$ cat src/hdl/assert_macros.svh
// assertion helpers shared by the allocator modules
`ifndef ASSERT_MACROS_SVH
`define ASSERT_MACROS_SVH

// clocked check, off while reset is asserted, with its own message
`define AST_MSG(lbl, clk, rstn, prop, msg) \
  lbl: assert property (@(posedge clk) disable iff (!rstn) prop) else $error(msg);

// clocked check with a generic message
`define AST_CHK(lbl, clk, rstn, prop) \
  `AST_MSG(lbl, clk, rstn, prop, "allocator check failed")

`endif

$ cat src/hdl/ffra_pkg.sv
package ffra_pkg;

  // sizes fixed by the field layout
  localparam int unsigned SIZE_W  = 33;
  localparam int unsigned OFFS_W  = 32;
  localparam int unsigned ORDER_W = 6;

  localparam int unsigned MAX_REGIONS_DEF = 64;
  localparam logic [ORDER_W-1:0] RESET_ORDER = 6'd26;
  localparam int unsigned ORDER_MIN = 4;
  localparam int unsigned ORDER_MAX = 32;

  // result codes
  typedef enum logic [2:0] {
    ST_OK        = 3'd0,
    ST_OVER_FREE = 3'd1,
    ST_NO_GAP    = 3'd2,
    ST_FULL      = 3'd3,
    ST_NOT_FOUND = 3'd4,
    ST_ZERO      = 3'd5
  } status_t;

  // controller states
  typedef enum logic [2:0] {
    FSM_IDLE,
    FSM_CHECK,
    FSM_SCAN,
    FSM_SHIFT_UP,
    FSM_PLACE,
    FSM_SEARCH,
    FSM_SHIFT_DN,
    FSM_FINISH
  } state_t;

  // table walk index moves
  typedef enum logic [2:0] {
    IDX_HOLD,
    IDX_CLEAR,
    IDX_INC,
    IDX_DEC,
    IDX_LAST
  } idx_op_t;

  typedef struct packed {
    logic    cfg_write;
    logic    load_req;
    idx_op_t idx_op;
    logic    cursor_adv;
    logic    set_ins;
    logic    wr_up;
    logic    wr_dn;
    logic    place;
    logic    release_hit;
    logic    count_dec;
    logic    set_status;
    status_t status;
    logic    load_out;
  } dp_cmd_t;

  typedef struct packed {
    logic is_release;
    logic zero_size;
    logic over_free;
    logic full;
    logic at_end;
    logic gap_fit;
    logic tail_fit;
    logic hit;
    logic last_entry;
    logic at_ins;
  } dp_stat_t;

  // heap size in bytes for a register value, order clamped to its range
  function automatic logic [SIZE_W-1:0] heap_size(input logic [ORDER_W-1:0] ord);
    logic [ORDER_W-1:0] o;
    begin
      o = ord;
      if (o < ORDER_W'(ORDER_MIN)) o = ORDER_W'(ORDER_MIN);
      if (o > ORDER_W'(ORDER_MAX)) o = ORDER_W'(ORDER_MAX);
      return SIZE_W'(1) << o;
    end
  endfunction

endpackage

$ cat src/hdl/ffra_ctrl.sv
`include "assert_macros.svh"

module ffra_ctrl (
  input  logic                clk,
  input  logic                rst_n,
  input  logic                in_tvalid,
  output logic                in_tready,
  output logic                out_tvalid,
  input  logic                out_tready,
  input  logic                cfg_valid,
  output logic                cfg_ready,
  input  ffra_pkg::dp_stat_t  stat,
  output ffra_pkg::dp_cmd_t   cmd
);

  ffra_pkg::state_t state_r, state_nxt;
  logic             out_valid_r, out_valid_nxt;

  // state and output slot registers
  always_ff @(posedge clk) begin
    if (!rst_n) begin
      state_r     <= ffra_pkg::FSM_IDLE;
      out_valid_r <= 1'b0;
    end else begin
      state_r     <= state_nxt;
      out_valid_r <= out_valid_nxt;
    end
  end

  // next state and datapath commands
  always_comb begin
    state_nxt      = state_r;
    cmd            = '0;
    cmd.idx_op     = ffra_pkg::IDX_HOLD;
    cmd.status     = ffra_pkg::ST_OK;
    in_tready      = 1'b0;
    cfg_ready      = 1'b0;
    case (state_r)
      ffra_pkg::FSM_IDLE: begin
        cfg_ready = 1'b1;
        in_tready = !cfg_valid;
        if (cfg_valid) begin
          cmd.cfg_write = 1'b1;
        end else if (in_tvalid) begin
          cmd.load_req = 1'b1;
          cmd.idx_op   = ffra_pkg::IDX_CLEAR;
          state_nxt    = ffra_pkg::FSM_CHECK;
        end
      end
      ffra_pkg::FSM_CHECK: begin
        if (stat.is_release) begin
          state_nxt = ffra_pkg::FSM_SEARCH;
        end else if (stat.zero_size) begin
          cmd.set_status = 1'b1;
          cmd.status     = ffra_pkg::ST_ZERO;
          state_nxt      = ffra_pkg::FSM_FINISH;
        end else if (stat.over_free) begin
          cmd.set_status = 1'b1;
          cmd.status     = ffra_pkg::ST_OVER_FREE;
          state_nxt      = ffra_pkg::FSM_FINISH;
        end else if (stat.full) begin
          cmd.set_status = 1'b1;
          cmd.status     = ffra_pkg::ST_FULL;
          state_nxt      = ffra_pkg::FSM_FINISH;
        end else begin
          state_nxt = ffra_pkg::FSM_SCAN;
        end
      end
      ffra_pkg::FSM_SCAN: begin
        if (stat.at_end) begin
          if (stat.tail_fit) begin
            cmd.set_ins = 1'b1;
            state_nxt   = ffra_pkg::FSM_PLACE;
          end else begin
            cmd.set_status = 1'b1;
            cmd.status     = ffra_pkg::ST_NO_GAP;
            state_nxt      = ffra_pkg::FSM_FINISH;
          end
        end else if (stat.gap_fit) begin
          cmd.set_ins = 1'b1;
          cmd.idx_op  = ffra_pkg::IDX_LAST;
          state_nxt   = ffra_pkg::FSM_SHIFT_UP;
        end else begin
          cmd.cursor_adv = 1'b1;
          cmd.idx_op     = ffra_pkg::IDX_INC;
        end
      end
      ffra_pkg::FSM_SHIFT_UP: begin
        cmd.wr_up = 1'b1;
        if (stat.at_ins) begin
          state_nxt = ffra_pkg::FSM_PLACE;
        end else begin
          cmd.idx_op = ffra_pkg::IDX_DEC;
        end
      end
      ffra_pkg::FSM_PLACE: begin
        cmd.place      = 1'b1;
        cmd.set_status = 1'b1;
        cmd.status     = ffra_pkg::ST_OK;
        state_nxt      = ffra_pkg::FSM_FINISH;
      end
      ffra_pkg::FSM_SEARCH: begin
        if (stat.at_end) begin
          cmd.set_status = 1'b1;
          cmd.status     = ffra_pkg::ST_NOT_FOUND;
          state_nxt      = ffra_pkg::FSM_FINISH;
        end else if (stat.hit) begin
          cmd.release_hit = 1'b1;
          cmd.set_status  = 1'b1;
          cmd.status      = ffra_pkg::ST_OK;
          if (stat.last_entry) begin
            cmd.count_dec = 1'b1;
            state_nxt     = ffra_pkg::FSM_FINISH;
          end else begin
            cmd.idx_op = ffra_pkg::IDX_INC;
            state_nxt  = ffra_pkg::FSM_SHIFT_DN;
          end
        end else begin
          cmd.idx_op = ffra_pkg::IDX_INC;
        end
      end
      ffra_pkg::FSM_SHIFT_DN: begin
        cmd.wr_dn = 1'b1;
        if (stat.last_entry) begin
          cmd.count_dec = 1'b1;
          state_nxt     = ffra_pkg::FSM_FINISH;
        end else begin
          cmd.idx_op = ffra_pkg::IDX_INC;
        end
      end
      ffra_pkg::FSM_FINISH: begin
        if (!out_valid_r || out_tready) begin
          cmd.load_out = 1'b1;
          state_nxt    = ffra_pkg::FSM_IDLE;
        end
      end
      default: begin
        state_nxt = ffra_pkg::FSM_IDLE;
      end
    endcase
  end

  // output slot: filled on load, emptied when the beat is taken
  always_comb begin
    if (cmd.load_out) begin
      out_valid_nxt = 1'b1;
    end else if (out_tready) begin
      out_valid_nxt = 1'b0;
    end else begin
      out_valid_nxt = out_valid_r;
    end
  end

  assign out_tvalid = out_valid_r;

  `AST_CHK(a_busy_after_accept, clk, rst_n, (in_tvalid && in_tready) |=> !in_tready)
  `AST_MSG(a_load_fills_slot, clk, rst_n, cmd.load_out |=> out_tvalid, "result not presented")
  `AST_MSG(a_cfg_not_busy, clk, rst_n, (cfg_valid && cfg_ready) |-> !(in_tvalid && in_tready),
           "config and request taken together")

endmodule

$ cat config.mk
export PLATFORM = sky130hd
export DESIGN_NAME = ffra_ctrl
export DESIGN_NICKNAME = d
export VERILOG_FILES = /design/src/hdl/ffra_pkg.sv /design/src/hdl/ffra_ctrl.sv
export VERILOG_INCLUDE_DIRS = /design/src /design/src/hdl
export SDC_FILE = /design/constraint.sdc
export NUM_CORES = 1
export LEC_CHECK = 0
export BUFFER_PORTS_ARGS = -buffer_cell sky130_fd_sc_hd__buf_2
export CAP_MARGIN = 20
export CORE_MARGIN = 2
export CORE_UTILIZATION = 46
export DETAILED_ROUTE_END_ITERATION = 10
export PLACE_DENSITY = 0.82
export SLEW_MARGIN = 20
export SYNTH_ARGS = -nofsm -noshare
export SYNTH_HDL_FRONTEND = slang
export SYNTH_SLANG_ARGS = --single-unit
export TNS_END_PERCENT = 100
$ cat constraint.sdc
create_clock -name clk -period 2.5 [get_ports clk]
set_input_delay 0.125 -clock clk [delete_from_list [all_inputs] [get_ports clk]]
set_output_delay 0.125 -clock clk [all_outputs]
set_load 0.02 [all_outputs]
### Yosys cells after proc, flatten, opt, wreduce, memory -nomap -nowiden

Cells that the tools add are included.

* logic and storage cells: 76
* output and inout bits: 20
* flip-flop bits (word level): 4

* eq/ne operators: 14
* multiplexer cells: 54
* reduce and logical (&&, ||, !) cells: 6

Operators by type and width (number)
* $mux W3: 14
* $mux W4: 10
* $pmux W3 S8: 1
* $mux W1: 17
* $mux W2: 8
* $pmux W4 S4: 1
* $pmux W3 S5: 1
* $eq A3 B3 Y1 const B: 4
* $ne A2 B2 Y1 const B: 5
* $reduce_and A7 Y1: 1
* $eq A3 B2 Y1 const B: 2
* $mux W6: 1
* $ne A3 B3 Y1 const B: 2
* $eq A3 B1 Y1 const B: 1
* $logic_not A3 Y1: 1
* $logic_not A1 Y1: 2
* $pmux W1 S2: 1
* $reduce_bool A2 Y1: 1
* $logic_or A1 B1 Y1: 1

### Logic depth before layout (Yosys ltp)

* depth in word-level cells: 5
* gate-level depth with buffers: 6

### Worst setup path after synthesis

OpenSTA, ideal clock, no wires.

* kind: register to output
* from: register state_r[2]
* to: output cmd[15] (netlist name)
* cell stages (with the launch flop): 4
* slack: 1.017 ns
* data arrival time: 1.358 ns
* cell sequence: dfxtp_1 buf_4 buf_2 nor4_1

RTL lines
* start, declared: line ffra_ctrl.sv:16 `ffra_pkg::state_t state_r, state_nxt;`
* start signal, assigned: line ffra_ctrl.sv:22 `state_r <= ffra_pkg::FSM_IDLE;`
* start signal, assigned: line ffra_ctrl.sv:25 `state_r <= state_nxt;`
* end, declared: line ffra_ctrl.sv:13 `output ffra_pkg::dp_cmd_t cmd`

==> results.sh <==
export IMPL_status="finished, final reports clean"
export IMPL_timing_rr_end="state_r[1]"
export IMPL_ioPinCount=35
export IMPL_synth_cell_types=39
export IMPL_tns_ns=0
export IMPL_ys_flop_type="dfxtp_1"
export IMPL_synth_edf_count=0
export IMPL_worst_pin_slew_ns=0.792
export IMPL_clockRootBuffer="clkbuf_4"
export IMPL_ys_seq_elements=4
export IMPL_port_buffers=34
export IMPL_async_reset_ff_frac=0
export IMPL_overflow=0
export IMPL_dp_hpwl_um=1210
export IMPL_min_path_cells=2
export IMPL_die_w_um=40.7
export IMPL_vias=730
export IMPL_dpl_cell_count=130
export IMPL_synthAdderAreaFrac=0
export IMPL_synth_area_mux_share=0.0323
export IMPL_cts_resized_gates=0
export IMPL_power_density_nw_per_um2=1050
export IMPL_worstHoldEndpoint="out_tvalid"
export IMPL_synth_xor_area_share=0
export IMPL_synth_net_count=104
export IMPL_cts_setup_buffers=0
export IMPL_final_period_utilization=0.805
export IMPL_grt_pass1_vias=509
export IMPL_grt_max_degree=26
export IMPL_grt_usage=0.195
export IMPL_drt_first_pass_iters=4
export IMPL_synth_simple_area_share=0.514
export IMPL_numCtsBuffers=3
export IMPL_p_leak_uw=0.000398
export IMPL_synth_top_family_by_area="simple AND/OR/NAND/NOR gates"
export IMPL_drcViolationCount=0
export IMPL_syn2layout_area_growth_pct=25.6
export IMPL_maxSlewHeadroom=0.472
export IMPL_globalplace_congestion=0.827
export IMPL_cts_hold_buf=0
export IMPL_synth_cells=89
export IMPL_clkSinkCount=4
export IMPL_min_period_ns=2.01
export IMPL_synth_cell_area_um2=621
export IMPL_clock_latency_ns=0.23
export IMPL_setup_violations_final=0
export IMPL_clkPwrFrac=0.097
export IMPL_critical_path_endpoint_type="output pin"
export IMPL_synth_compound_area_share=0.216
export IMPL_design_core_area_um2=1280
export IMPL_critical_path_arrival_ns=1.89
export IMPL_r2r_setup_slack_ns=0.74
export IMPL_wl_um=1560
export IMPL_hold_violations=0
export IMPL_grt_pass1_wl_um=2150
export IMPL_drt_iter0_drc=21
export IMPL_diodes=0
export IMPL_start_util=0.483
export IMPL_p_sw_frac=0.538
export IMPL_wl_per_cell_um=11.7
export IMPL_vdd_drop_max_uv=684
export IMPL_die_h_um=40.7
export IMPL_design_die_area_um2=1660
export IMPL_required_ns=2.38
export IMPL_rr_startpoint="state_r[2]"
export IMPL_htreeDepth=1
export IMPL_cp_max_fo=25
export IMPL_ys_warnings_count=0
export IMPL_nets=135
export IMPL_max_clock_freq_mhz=497
export IMPL_vias_per_cell=5.49
export IMPL_cts_path_max_buffers=2
export IMPL_layout_drive_gt1_share=0.381
export IMPL_final_cells=133
export IMPL_clkSlewWorstSetupHoldPaths_ns=0.04
export IMPL_antenna_left=0
export IMPL_yosysSeqAreaShare=0.129
export IMPL_avgSynthCellArea_um2=6.97
export IMPL_rsz0062_at_grt="false"
export IMPL_final_setup_skew_ns=0.00245
export IMPL_fillers=120
export IMPL_antenna_found_initial=0
export IMPL_maxCapViolCount=0
export IMPL_hold_class="input port to flip-flop"
export IMPL_comb_power_share=0.651
export IMPL_maxSlewViolCount=0
export IMPL_min_delay_start="rst_n"
export IMPL_pwr_share_seq=0.252
export IMPL_cp_start_kind="flip-flop"
export IMPL_path_class="flip-flop to output pin"
export IMPL_num_rows=13
export IMPL_internal_power_uw=378
export IMPL_switching_power_uw=441
export IMPL_reg2reg_depth=4
export IMPL_cts_tree="yes"
power groups by stage:
stage	sequential [uW]	clock [uW]	combinational (uW)
2_1_floorplan	103	0	535
3_3_place_gp	203	0	529
3_5_place_dp	204	0	536
4_1_cts	204	84.1	538
5_1_grt	217	91.7	587
6_report	206	79.5	534
registers in the layout, summed over array words and instances (netlist names):
signal / flops
out_tvalid: 1
state_r: 3
layout make-up:
class / count / area, um2 / share of cell area
multi-input combinational: 73 / 473 / 0.607
timing repair buffer: 34 / 170 / 0.218
sequential: 4 / 80.1 / 0.103
clock buffer: 3 / 22.5 / 0.0289
tap: 15 / 18.8 / 0.0241
inverter: 4 / 15.0 / 0.0193
cell families after synthesis:
| group | Yosys count |
|---|---|
| simple gates | 53 |
| compound gates | 18 |
| flops | 4 |
| mux | 2 |
| buf+inv | 12 |
cell usage in the layout, fill, tap and decap left out, types with 2 or more instances in the layout:
cell and count:
nand3_1 2, nor4_1 2, nor3b_1 2, and2_1 2
a211oi_1 3, inv_1 3, nor3_1 5, dfxtp_1 4
mux2i_1 2, nor2_1 11, nand2_1 10, clkbuf_4 3
nand2b_1 3, o21ai_1 2, nor2b_1 4, a21oi_1 4
buf_2 34
metal layers:
metal | track usage | vias to the layer above | wire [um]
li1 | - | 377 | -
met1 | 0.259 | 327 | 715
met2 | 0.294 | 26 | 758
met3 | 0.0380 | 0 | 85
met4 | 0.100 | 0 | 0
met5 | 0 | - | 0
through the flow:
stage               cell area (um2)  hold WS [ns]  worst slack, ns   util  total power [uW]
finish                          779         0.185            0.489  0.607               820
global route                    779         0.181            0.339  0.607               896
CTS                             779         0.170            0.502  0.607               826
detailed placement              757         0.422            0.758  0.589               740
global placement                757         0.419            0.782  0.589               732
floorplan                       621         0.243             1.02      -               639
cell usage after synthesis (all sizes together) (2+ instances only):
master / count / area [um2]
nor3: 6 / 35.0
nand2b: 4 / 27.5
nor2b: 5 / 33.8
dfxtp: 4 / 80.1
a21oi: 4 / 20.0
a22oi: 2 / 28.8
nand3: 2 / 10.0
buf: 8 / 52.6
nor4: 2 / 12.5
nor3b: 2 / 15.0
nand2: 10 / 37.5
and2: 2 / 12.5
a211oi: 3 / 22.5
o21ai: 3 / 15.0
or4: 2 / 18.8
nor2: 11 / 41.3
inv: 4 / 15.0
mux2i: 2 / 20.0
critical path, stage by stage, from the launching register on:
cell and delay [ns]:
dfxtp_1 0.83, inv_2 0.13, o311ai_1 0.11, nor2_1 0.08
or3_1 0.34, buf_2 0.16
how the worst max path moves through the flow:
stage | start | endpoint | slack [ns] | cells past startpoint
floorplan | state_r[2] | cmd[15] | 1.02 | 3
global placement | state_r[2] | state_r[1] | 0.78 | 4
detailed placement | state_r[2] | cmd[4] | 0.76 | 5
CTS | state_r[2] | cmd[4] | 0.50 | 5
global route | state_r[2] | cmd[4] | 0.34 | 5
finish | state_r[2] | cmd[4] | 0.49 | 5
No activity file was read; power rests on OpenSTA's default activity.
